==> config.mk <==
export PLATFORM = sky130hd
export DESIGN_NAME = adc_temperature_to_segment_display_top
export DESIGN_NICKNAME = d
export VERILOG_FILES = /design/src/rtl/adcseg_pkg.sv /design/src/rtl/adcseg_div.sv /design/src/rtl/adcseg_bcd.sv /design/src/rtl/adcseg_seg.sv /design/src/rtl/adc_temperature_to_segment_display_top.sv
export SDC_FILE = /design/constraint.sdc
export NUM_CORES = 2
export LEC_CHECK = 0
export BUFFER_PORTS_ARGS = -buffer_cell sky130_fd_sc_hd__buf_2
export CORE_UTILIZATION = 39
export DETAILED_ROUTE_END_ITERATION = 7
export PLACE_DENSITY_LB_ADDON = 0.25
export SETUP_SLACK_MARGIN = 0.3
export SYNTH_ARGS = -nofsm -noshare
export SYNTH_HDL_FRONTEND = slang
export SYNTH_SLANG_ARGS = --single-unit
==> constraint.sdc <==
create_clock -name clk -period 11.6 [get_ports clk]
set_input_delay 2.32 -clock clk [delete_from_list [all_inputs] [get_ports clk]]
set_output_delay 2.32 -clock clk [all_outputs]
set_load 0.05 [all_outputs]
==> src/rtl/adcseg_pkg.sv <==
// Shared widths, register codes, sideband type and digit segment table for the ADC display block.
package adcseg_pkg;

	// Stream payload
	localparam int SAMPLE_W    = 10;
	localparam int IN_TDATA_W  = 16;
	localparam int OUT_TDATA_W = 48;

	// Calibration and temperature widths
	localparam int VOLT_W = 9;
	localparam int TEMP_W = 15;
	localparam int FULL_SCALE_CV = 500;

	// |v - volt_low| * |temp_high - temp_low| stays below 2**24
	localparam int PROD_W     = 24;
	localparam int DIV_STAGES = 6;
	localparam int DIV_STEPS  = PROD_W / DIV_STAGES;
	localparam int SUM_W      = 26;

	localparam int TEMP_MIN = -999;
	localparam int TEMP_MAX = 9999;

	// Decimal conversion
	localparam int MAG_W      = 14;
	localparam int BCD_DIGITS = 4;
	localparam int BCD_W      = 4 * BCD_DIGITS;
	localparam int BCD_STAGES = 2;
	localparam int BCD_STEPS  = MAG_W / BCD_STAGES;

	// Display
	localparam int SEG_W   = 8;
	localparam int OUT_POS = 4;
	localparam logic [SEG_W-1:0] SEG_BLANK = 8'h00;
	localparam logic [SEG_W-1:0] SEG_POINT = 8'h01;
	localparam logic [SEG_W-1:0] SEG_MINUS = 8'h02;

	// Register file
	localparam int APB_ADDR_W = 4;
	localparam int APB_DATA_W = 32;
	localparam int REG_IDX_W  = 2;
	localparam logic [REG_IDX_W-1:0] REG_VOLT_LOW  = 2'd0;
	localparam logic [REG_IDX_W-1:0] REG_VOLT_HIGH = 2'd1;
	localparam logic [REG_IDX_W-1:0] REG_TEMP_LOW  = 2'd2;
	localparam logic [REG_IDX_W-1:0] REG_TEMP_HIGH = 2'd3;

	// Fields riding alongside the decimal conversion
	typedef struct packed {
		logic                     neg;
		logic                     flag;
		logic signed [TEMP_W-1:0] temp;
	} side_t;

	function automatic logic [SEG_W-1:0] seg_code(input logic [3:0] digit);
		logic [SEG_W-1:0] code;
		unique case (digit)
			4'd0:    code = 8'hFC;
			4'd1:    code = 8'h60;
			4'd2:    code = 8'hDA;
			4'd3:    code = 8'hF2;
			4'd4:    code = 8'h66;
			4'd5:    code = 8'hB6;
			4'd6:    code = 8'hBE;
			4'd7:    code = 8'hE0;
			4'd8:    code = 8'hFE;
			4'd9:    code = 8'hF6;
			default: code = SEG_BLANK;
		endcase
		return code;
	endfunction

endpackage

==> src/rtl/adcseg_div.sv <==
// Pipelined restoring divider, unsigned magnitude by calibration voltage span.
module adcseg_div (
	input  logic                                clk,
	input  logic [adcseg_pkg::DIV_STAGES-1:0]   en,
	input  logic [adcseg_pkg::PROD_W-1:0]       dividend,
	input  logic                                neg_in,
	input  logic [adcseg_pkg::VOLT_W-1:0]       divisor,
	output logic [adcseg_pkg::PROD_W-1:0]       quotient,
	output logic                                neg_out
);
	import adcseg_pkg::*;

	logic [VOLT_W-1:0] rem_s  [DIV_STAGES];
	logic [PROD_W-1:0] work_s [DIV_STAGES];
	logic              neg_s  [DIV_STAGES];

	for (genvar k = 0; k < DIV_STAGES; k++) begin : g_stage
		logic [VOLT_W-1:0] rem_in;
		logic [VOLT_W-1:0] rem_nx;
		logic [PROD_W-1:0] work_in;
		logic [PROD_W-1:0] work_nx;
		logic              neg_i;

		if (k == 0) begin : g_first
			assign rem_in  = '0;
			assign work_in = dividend;
			assign neg_i   = neg_in;
		end else begin : g_next
			assign rem_in  = rem_s[k-1];
			assign work_in = work_s[k-1];
			assign neg_i   = neg_s[k-1];
		end

		// quotient bits shift in at the bottom of work as dividend bits leave the top
		always_comb begin
			logic [VOLT_W:0] trial;
			rem_nx  = rem_in;
			work_nx = work_in;
			for (int i = 0; i < DIV_STEPS; i++) begin
				trial   = {rem_nx, work_nx[PROD_W-1]};
				work_nx = {work_nx[PROD_W-2:0], 1'b0};
				if (trial >= {1'b0, divisor}) begin
					trial      = trial - {1'b0, divisor};
					work_nx[0] = 1'b1;
				end
				rem_nx = trial[VOLT_W-1:0];
			end
		end

		always_ff @(posedge clk) begin
			if (en[k]) begin
				rem_s[k]  <= rem_nx;
				work_s[k] <= work_nx;
				neg_s[k]  <= neg_i;
			end
		end
	end

	assign quotient = work_s[DIV_STAGES-1];
	assign neg_out  = neg_s[DIV_STAGES-1];

endmodule

==> src/rtl/adcseg_bcd.sv <==
// Pipelined shift-and-add-3 binary to BCD converter with sideband.
module adcseg_bcd (
	input  logic                              clk,
	input  logic [adcseg_pkg::BCD_STAGES-1:0] en,
	input  logic [adcseg_pkg::MAG_W-1:0]      mag,
	input  adcseg_pkg::side_t                 side_in,
	output logic [adcseg_pkg::BCD_W-1:0]      bcd,
	output adcseg_pkg::side_t                 side_out
);
	import adcseg_pkg::*;

	logic [BCD_W-1:0] bcd_s  [BCD_STAGES];
	logic [MAG_W-1:0] bin_s  [BCD_STAGES];
	side_t            side_s [BCD_STAGES];

	for (genvar k = 0; k < BCD_STAGES; k++) begin : g_stage
		logic [BCD_W-1:0] bcd_in;
		logic [BCD_W-1:0] bcd_nx;
		logic [MAG_W-1:0] bin_in;
		logic [MAG_W-1:0] bin_nx;
		side_t            side_i;

		if (k == 0) begin : g_first
			assign bcd_in = '0;
			assign bin_in = mag;
			assign side_i = side_in;
		end else begin : g_next
			assign bcd_in = bcd_s[k-1];
			assign bin_in = bin_s[k-1];
			assign side_i = side_s[k-1];
		end

		always_comb begin
			bcd_nx = bcd_in;
			bin_nx = bin_in;
			for (int i = 0; i < BCD_STEPS; i++) begin
				for (int j = 0; j < BCD_DIGITS; j++) begin
					if (bcd_nx[j*4 +: 4] >= 4'd5) begin
						bcd_nx[j*4 +: 4] = bcd_nx[j*4 +: 4] + 4'd3;
					end
				end
				{bcd_nx, bin_nx} = {bcd_nx[BCD_W-2:0], bin_nx, 1'b0};
			end
		end

		always_ff @(posedge clk) begin
			if (en[k]) begin
				bcd_s[k]  <= bcd_nx;
				bin_s[k]  <= bin_nx;
				side_s[k] <= side_i;
			end
		end
	end

	assign bcd      = bcd_s[BCD_STAGES-1];
	assign side_out = side_s[BCD_STAGES-1];

endmodule

==> src/rtl/adcseg_seg.sv <==
// Right-justified seven-segment text from BCD digits and sign.
module adcseg_seg #(
	parameter int DIGIT_COUNT = 4
) (
	input  logic [adcseg_pkg::BCD_W-1:0]                         bcd,
	input  logic                                                 neg,
	output logic [adcseg_pkg::OUT_POS-1:0][adcseg_pkg::SEG_W-1:0] chars
);
	import adcseg_pkg::*;

	// digits shown, never fewer than two: a lone digit gets a leading zero
	logic [2:0] nd;

	always_comb begin
		priority if (bcd[15:12] != 4'd0) begin
			nd = 3'd4;
		end else if (bcd[11:8] != 4'd0) begin
			nd = 3'd3;
		end else begin
			nd = 3'd2;
		end
	end

	// chars[0] is the rightmost position
	always_comb begin
		for (int k = 0; k < OUT_POS; k++) begin
			chars[k] = SEG_BLANK;
			if (k < DIGIT_COUNT) begin
				if (3'(k) < nd) begin
					chars[k] = seg_code(bcd[k*4 +: 4]);
				end else if (3'(k) == nd && neg) begin
					chars[k] = SEG_MINUS;
				end
				if (k == 1) begin
					chars[k] = chars[k] | SEG_POINT;
				end
			end
		end
	end

endmodule

==> src/rtl/adc_temperature_to_segment_display_top.sv <==
// Top level: ADC sample to calibrated temperature and seven-segment codes.
//
// Usage notes
// - Input stream s_axis_*: one raw ADC sample per transaction, low bits of tdata.
// - Output stream m_axis_*: one result transaction per sample, in order: four
//   segment codes (left to right), saturated temperature in tenths, range flag.
// - APB port: four calibration registers, volt_low, volt_high, temp_low,
//   temp_high at byte addresses 0, 4, 8, 12. Write them only while no sample
//   is in flight; reads return the stored bits.
// - Stages: 13 register stages (scale, multiply, six divider stages of four
//   quotient bits each, offset add, saturate, two BCD stages, segment output
//   register). Throughput: one sample per cycle when not stalled.
// - Every stage holds a valid bit and moves whenever the stage after it
//   moves or is empty, so bubbles close up.
// - Stall: with m_axis_tready low the result holds; earlier stages keep
//   filling until the pipeline is full, then s_axis_tready drops.
// - Reset (arst_n low): all valid bits clear, registers return to
//   25, 475, -500 and 1470.
module adc_temperature_to_segment_display_top #(
	parameter int DIGIT_COUNT = 4,
	parameter int SAMPLE_BITS = 10
) (
	input  logic                                  clk,
	input  logic                                  arst_n,
	// APB configuration
	input  logic                                  psel,
	input  logic                                  penable,
	input  logic                                  pwrite,
	input  logic [adcseg_pkg::APB_ADDR_W-1:0]     paddr,
	input  logic [adcseg_pkg::APB_DATA_W-1:0]     pwdata,
	output logic [adcseg_pkg::APB_DATA_W-1:0]     prdata,
	output logic                                  pready,
	// sample stream
	input  logic                                  s_axis_tvalid,
	output logic                                  s_axis_tready,
	input  logic [adcseg_pkg::IN_TDATA_W-1:0]     s_axis_tdata,  // [9:0] adc_sample
	// result stream
	output logic                                  m_axis_tvalid,
	input  logic                                  m_axis_tready,
	// [7:0] segments_left, [15:8] segments_second, [23:16] segments_third,
	// [31:24] segments_right, [46:32] temperature_tenths, [47] range_flag
	output logic [adcseg_pkg::OUT_TDATA_W-1:0]    m_axis_tdata
);
	import adcseg_pkg::*;

	localparam int SCALE_W    = SAMPLE_BITS + VOLT_W;
	localparam int ST_VOLT    = 0;
	localparam int ST_PROD    = 1;
	localparam int ST_DIV     = 2;
	localparam int ST_SUM     = ST_DIV + DIV_STAGES;
	localparam int ST_SAT     = ST_SUM + 1;
	localparam int ST_BCD     = ST_SAT + 1;
	localparam int ST_OUT     = ST_BCD + BCD_STAGES;
	localparam int NUM_STAGES = ST_OUT + 1;

	// ---------------------------------------------------------------
	// Calibration registers
	// ---------------------------------------------------------------
	logic [VOLT_W-1:0]        volt_low_q;
	logic [VOLT_W-1:0]        volt_high_q;
	logic signed [TEMP_W-1:0] temp_low_q;
	logic signed [TEMP_W-1:0] temp_high_q;
	logic [REG_IDX_W-1:0]     reg_idx;
	logic                     reg_wr;

	assign pready  = 1'b1;
	assign reg_idx = paddr[APB_ADDR_W-1:2];
	assign reg_wr  = psel & penable & pwrite & pready;

	always_ff @(posedge clk or negedge arst_n) begin
		if (!arst_n) begin
			volt_low_q  <= VOLT_W'(25);
			volt_high_q <= VOLT_W'(475);
			temp_low_q  <= TEMP_W'(-500);
			temp_high_q <= TEMP_W'(1470);
		end else if (reg_wr) begin
			unique case (reg_idx)
				REG_VOLT_LOW:  volt_low_q  <= pwdata[VOLT_W-1:0];
				REG_VOLT_HIGH: volt_high_q <= pwdata[VOLT_W-1:0];
				REG_TEMP_LOW:  temp_low_q  <= pwdata[TEMP_W-1:0];
				REG_TEMP_HIGH: temp_high_q <= pwdata[TEMP_W-1:0];
			endcase
		end
	end

	always_comb begin
		unique case (reg_idx)
			REG_VOLT_LOW:  prdata = APB_DATA_W'(volt_low_q);
			REG_VOLT_HIGH: prdata = APB_DATA_W'(volt_high_q);
			REG_TEMP_LOW:  prdata = APB_DATA_W'(unsigned'(temp_low_q));
			REG_TEMP_HIGH: prdata = APB_DATA_W'(unsigned'(temp_high_q));
		endcase
	end

	// user must keep span static with samples in flight (unchecked); later stages read it live
	logic             span_ok;
	logic [VOLT_W-1:0] span;

	assign span_ok = volt_high_q > volt_low_q;
	assign span    = volt_high_q - volt_low_q;

	// ---------------------------------------------------------------
	// Pipeline handshake: a stage loads when it is empty or its successor loads
	// ---------------------------------------------------------------
	logic [NUM_STAGES-1:0] vld_q;
	logic [NUM_STAGES-1:0] vld_nx;
	logic [NUM_STAGES-1:0] en;

	always_comb begin
		en[NUM_STAGES-1] = !vld_q[NUM_STAGES-1] | m_axis_tready;
		for (int k = NUM_STAGES - 2; k >= 0; k--) begin
			en[k] = !vld_q[k] | en[k+1];
		end
	end

	assign vld_nx        = {vld_q[NUM_STAGES-2:0], s_axis_tvalid};
	assign s_axis_tready = en[ST_VOLT];
	assign m_axis_tvalid = vld_q[ST_OUT];

	always_ff @(posedge clk or negedge arst_n) begin
		if (!arst_n) begin
			vld_q <= '0;
		end else begin
			for (int k = 0; k < NUM_STAGES; k++) begin
				if (en[k]) begin
					vld_q[k] <= vld_nx[k];
				end
			end
		end
	end

	// ---------------------------------------------------------------
	// Stage 1: sample to hundredths of a volt
	// ---------------------------------------------------------------
	logic [SAMPLE_BITS-1:0] sample_c;
	logic [SCALE_W-1:0]     scaled_c;
	logic [VOLT_W-1:0]      volt_s1;

	assign sample_c = SAMPLE_BITS'(s_axis_tdata[SAMPLE_W-1:0]);
	assign scaled_c = SCALE_W'(sample_c) * SCALE_W'(FULL_SCALE_CV);

	always_ff @(posedge clk) begin
		if (en[ST_VOLT]) begin
			volt_s1 <= VOLT_W'(scaled_c >> SAMPLE_BITS);
		end
	end

	// ---------------------------------------------------------------
	// Stage 2: sign and magnitude of (v - volt_low) * (temp_high - temp_low)
	// ---------------------------------------------------------------
	logic signed [VOLT_W+1:0] dv_c;
	logic [VOLT_W+1:0]        dv_abs;
	logic signed [TEMP_W:0]   dt_c;
	logic [TEMP_W:0]          dt_abs;
	logic [PROD_W-1:0]        prod_s2;
	logic                     neg_s2;

	assign dv_c   = signed'({2'b00, volt_s1}) - signed'({2'b00, volt_low_q});
	assign dv_abs = dv_c[VOLT_W+1] ? unsigned'(-dv_c) : unsigned'(dv_c);
	assign dt_c   = (TEMP_W+1)'(temp_high_q) - (TEMP_W+1)'(temp_low_q);
	assign dt_abs = dt_c[TEMP_W] ? unsigned'(-dt_c) : unsigned'(dt_c);

	always_ff @(posedge clk) begin
		if (en[ST_PROD]) begin
			prod_s2 <= PROD_W'(dv_abs[VOLT_W-1:0]) * PROD_W'(dt_abs[TEMP_W-1:0]);
			neg_s2  <= dv_c[VOLT_W+1] ^ dt_c[TEMP_W];
		end
	end

	// ---------------------------------------------------------------
	// Stages 3..8: magnitude / span, truncating
	// ---------------------------------------------------------------
	logic [PROD_W-1:0] quo_c;
	logic              quo_neg;

	adcseg_div u_div (
		.clk      (clk),
		.en       (en[ST_DIV +: DIV_STAGES]),
		.dividend (prod_s2),
		.neg_in   (neg_s2),
		.divisor  (span),
		.quotient (quo_c),
		.neg_out  (quo_neg)
	);

	// ---------------------------------------------------------------
	// Stage 9: add the lower temperature point
	// ---------------------------------------------------------------
	logic signed [SUM_W-1:0] quo_sx;
	logic signed [SUM_W-1:0] tlow_sx;
	logic signed [SUM_W-1:0] sum_s9;
	logic                    flag_s9;

	assign quo_sx  = signed'({2'b00, quo_c});
	assign tlow_sx = SUM_W'(temp_low_q);

	always_ff @(posedge clk) begin
		if (en[ST_SUM]) begin
			if (!span_ok) begin
				sum_s9 <= tlow_sx;
			end else if (quo_neg) begin
				sum_s9 <= tlow_sx - quo_sx;
			end else begin
				sum_s9 <= tlow_sx + quo_sx;
			end
			flag_s9 <= !span_ok;
		end
	end

	// ---------------------------------------------------------------
	// Stage 10: saturate, split sign and magnitude
	// ---------------------------------------------------------------
	logic                    sat_lo;
	logic                    sat_hi;
	logic signed [SUM_W-1:0] sum_abs;
	logic [MAG_W-1:0]        mag_c;
	side_t                   side_c;
	logic [MAG_W-1:0]        mag_s10;
	side_t                   side_s10;

	assign sat_lo  = sum_s9 < SUM_W'(TEMP_MIN);
	assign sat_hi  = sum_s9 > SUM_W'(TEMP_MAX);
	assign sum_abs = sum_s9[SUM_W-1] ? -sum_s9 : sum_s9;

	always_comb begin
		priority if (sat_lo) begin
			mag_c       = MAG_W'(-TEMP_MIN);
			side_c.temp = TEMP_W'(TEMP_MIN);
		end else if (sat_hi) begin
			mag_c       = MAG_W'(TEMP_MAX);
			side_c.temp = TEMP_W'(TEMP_MAX);
		end else begin
			mag_c       = sum_abs[MAG_W-1:0];
			side_c.temp = sum_s9[TEMP_W-1:0];
		end
		side_c.neg  = sum_s9[SUM_W-1];
		side_c.flag = flag_s9 | sat_lo | sat_hi;
	end

	always_ff @(posedge clk) begin
		if (en[ST_SAT]) begin
			mag_s10  <= mag_c;
			side_s10 <= side_c;
		end
	end

	// ---------------------------------------------------------------
	// Stages 11..12: decimal digits
	// ---------------------------------------------------------------
	logic [BCD_W-1:0] bcd_c;
	side_t            side_bcd;

	adcseg_bcd u_bcd (
		.clk      (clk),
		.en       (en[ST_BCD +: BCD_STAGES]),
		.mag      (mag_s10),
		.side_in  (side_s10),
		.bcd      (bcd_c),
		.side_out (side_bcd)
	);

	// ---------------------------------------------------------------
	// Stage 13: segment codes, output register
	// ---------------------------------------------------------------
	logic [OUT_POS-1:0][SEG_W-1:0] chars_c;
	logic [OUT_POS-1:0][SEG_W-1:0] segs_s13;
	logic signed [TEMP_W-1:0]      temp_s13;
	logic                          flag_s13;

	adcseg_seg #(
		.DIGIT_COUNT (DIGIT_COUNT)
	) u_seg (
		.bcd   (bcd_c),
		.neg   (side_bcd.neg),
		.chars (chars_c)
	);

	always_ff @(posedge clk) begin
		if (en[ST_OUT]) begin
			segs_s13 <= chars_c;
			temp_s13 <= side_bcd.temp;
			flag_s13 <= side_bcd.flag;
		end
	end

	// segs_s13[0] is the rightmost position
	assign m_axis_tdata = {flag_s13, temp_s13,
	                       segs_s13[0], segs_s13[1], segs_s13[2], segs_s13[3]};

	// ---------------------------------------------------------------
	// Assertions
	// ---------------------------------------------------------------
	a_accept_fills: assert property (@(posedge clk) disable iff (!arst_n)
		s_axis_tvalid && s_axis_tready |=> vld_q[ST_VOLT])
		else $error("accepted sample did not enter the pipeline");

	a_no_drop: assert property (@(posedge clk) disable iff (!arst_n)
		1'b1 |=> ((($past(vld_q) & ~$past(en)) & ~vld_q) == '0))
		else $error("stalled stage lost its item");

	a_temp_range: assert property (@(posedge clk) disable iff (!arst_n)
		m_axis_tvalid |-> (temp_s13 >= TEMP_W'(TEMP_MIN)) && (temp_s13 <= TEMP_W'(TEMP_MAX)))
		else $error("temperature outside saturation limits");

	a_point: assert property (@(posedge clk) disable iff (!arst_n)
		m_axis_tvalid |-> segs_s13[1][0])
		else $error("decimal point missing on tenths position");

	a_tenths_digit: assert property (@(posedge clk) disable iff (!arst_n)
		m_axis_tvalid |-> (segs_s13[0] != SEG_BLANK) && !segs_s13[0][0])
		else $error("rightmost position is not a plain digit");

endmodule
==> metrics <==
outcome complete, no violations; Post-synth EDFFs 394; die height 318.4 um; Starting Density 0.3955; critical path fanouts, max 15; met2 Resource Use GR 0.3170; routed vias 28566; Worst path slowest cell a221o_2; Post-Synth Adder-Cell Area 0.2071; Seq. cell area 13390 um^2; Nets 4694; Slew HR 0.1589; Mapped Area 39040 um^2; Max Cap Viol 0; fmax 93.92 MHz; Final Cell Area 43250 um^2; largest net degree at the start of global routing 62; XOR/XNOR Fraction of Synth Area 0.07404; row count 115; Synth Area in Compound Gates 0.1400; H-Tree Depth 2; layout cells sized above 1 0.1137; Vias/cell 5.269; Primary FF master, synth edfxtp_1; Layout area overhead 10.79%; Clock Skew 0.06181 ns; Worst Tran Pin Value 1.253 ns; main combinational cell family by area after synthesis adder cells; RSZ-0062 raised after global routing true; synthesized instance count 3949; CP Launch Type flop; root buffer cell clkbuf_16; GRT Resource Usage Total 0.1825; HP Class flop to flop; initial antenna violation count 1; fill cell count 9407; first-pass detailed-route iteration total 6; Mapped Avg Cell Area 9.885 um^2; vias in the first global route 27948; Tmin final 10.65 ns; worst path bufs/invs 7; buffers added on ports 94; sequential area share after synthesis 0.3430; global placer's final weighted congestion 0.8969; Core Area 98710 um^2; Syn. warnings 0; drc violations 0; Reg clk slew, reported paths 0.06 ns; Max clock buf depth 3; asr flop ratio synth 0.1341; setup_tns 0 ns; met3 usage 0.01743; final max-slew violation count 0; Finish-stage setup viols 0; dpl hpwl 71.10 mm; CTS tree built; CP endpoint kind flop; GR Util met1 0.2429; CP required 11.92 ns; Distinct cells, synth 113; initial DRC count 1608; Routed Antenna Nets 0; multi-input logic area 23850 um^2; wire length per cell 17.09 um; num ports 142; WS Path Type flop to flop; global route overflow 0; Crit path max-delay family compound AO/OA/AOI/OAI gates; Die Area 101400 um^2; Post-Synth Simple-Gate Area 0.1382; worst-skew pair later-pin latency 0.64 ns; Die Span X 318.4 um; multiplexer share of the synthesized area 0.04535; Post-Route WL 92.69 mm; clock sink count 455; CP arrival 10.97 ns; Hold Fails Final Rpt 0; Placement Cell Area 41220 um^2; Final period util 0.9179; Most Used Layer, Global Route met2; Seq cells post-synth 455; first-pass GRT wire length 149.3 mm; TritonCTS Buffers 51; CP peak stage delay 0.49 ns
## cell usage after synthesis (16+ instances only)
cell type  count  share of area
a211oi_1      25         0.0048
a21boi_0      19         0.0037
a21o_1        95          0.018
a21oi_1      214          0.027
and2_1        37         0.0059
and3_1        18         0.0029
buf_4         26         0.0050
clkbuf_1      53         0.0051
dfrtp_1       35          0.022
dfstp_2       26          0.018
edfxtp_1     394           0.30
fa_1         147          0.075
ha_1         396           0.13
inv_1        381          0.037
mux2_2        62          0.018
mux2i_1       81          0.021
nand2_1      298          0.029
nand2b_1      96          0.015
nand3_1       40         0.0051
nand4_1       42         0.0067
nor2_1       293          0.028
nor2b_1       76          0.012
nor3_1        61         0.0078
nor4_1        19         0.0030
o21a_1        38         0.0073
o21ai_0      231          0.030
o21bai_1      16         0.0031
o31ai_1       22         0.0042
or2_2         32         0.0051
or3_1         37         0.0059
xnor2_1      218          0.049
xor2_1       105          0.024
## layout by cell type (no fill, tap or decap), drive strengths merged, types with 21 or more instances in the layout
cell and count:
nor2b 76, fa 147, dfrtp 35, and2 38, a211oi 26, or3 37
a21oi 218, o21ai 245, clkbuf 64, nand2 300, nor2 297, mux2 64
o31ai 24, buf 181, edfxtp 394, nor3 61, or2 34, dfstp 26
xor2 105, ha 396, a21boi 21, a21o 95, nor4 21, nand3 40
mux2i 83, conb 22, xnor2 219, o21a 38, inv 389, nand2b 96
nand4 42
## kinds of logic after synthesis
family | Yosys count
mux | 156
flops | 455
buf+inv | 501
compound gates | 846
xor+xnor | 326
other cells | 2
simple gates | 1102
fa+ha+maj | 561
## area by class of cell
class	instances	share of cell area
Multi-Input combinational cell	3013	0.5515
Sequential cell	455	0.3096
Tap cell	1287	0.03723
Inverter	390	0.03391
Clock buffer	64	0.03133
Timing Repair Buffer	181	0.02624
Clock inverter	31	0.01015
Antenna cell	1	0.00005786
## path summary, 6_finish.rpt
path | start | to | slack [ns] | depth (start not counted)
worst max register to register | volt_low_q[2] | u_div.rem_s[1][8] | 0.95 | 46
worst min-delay path | u_div.work_s[1][12] | u_div.work_s[2][16] | 0.39 | 0
worst max-delay path | volt_low_q[2] | u_div.rem_s[1][8] | 0.95 | 46
worst min register to register | u_div.work_s[1][12] | u_div.work_s[2][16] | 0.39 | 0
min in group asynchronous | arst_n | temp_high_q[11] | 1.86 | 2
max in group asynchronous | arst_n | vld_q[4] | 9.17 | 2
## through the flow
step | cells | setup WS [ns] | hold WS [ns] | utilization
CTS | 5412 | 0.3386 | 0.3653 | 0.4360
floorplan | 3969 | 0.7545 | 0.4003 | -
detailed placement | 5317 | 0.4036 | 0.4045 | 0.4176
global route | 5421 | 0.2533 | 0.3960 | 0.4381
finish | 5422 | 0.9526 | 0.3864 | 0.4382
global placement | 5317 | 0.4619 | 0.4020 | 0.4176
## repair_timing
item                       CTS  global route
hold buffers                 0             0
pin swaps                    0             4
resized for setup            3            35
buffers inserted             0             9
setup endpoints to repair    4            51
## sequential cells by signal, summed over array words and instances (netlist names), 6 cells and up
register      flops
side_s10         16
u_div.rem_s      45
prod_s2          24
u_bcd.side_s     33
m_axis_tdata     28
u_bcd.bcd_s      24
volt_low_q        9
mag_s10          14
sum_s9           26
vld_q            13
u_bcd.bin_s       7
temp_high_q      15
temp_s13         15
temp_low_q       15
volt_high_q       9
u_div.work_s    144
volt_s1           9
u_div.neg_s       6
## layer usage
layer  routed length, um  share of wire
met5                   0              0
met4                2028          0.022
met3                3081          0.033
met1               42730           0.46
met2               44850           0.48
Power is not shown: default switching activity piles up to over one toggle a cycle in this logic, so the estimate is an artifact.
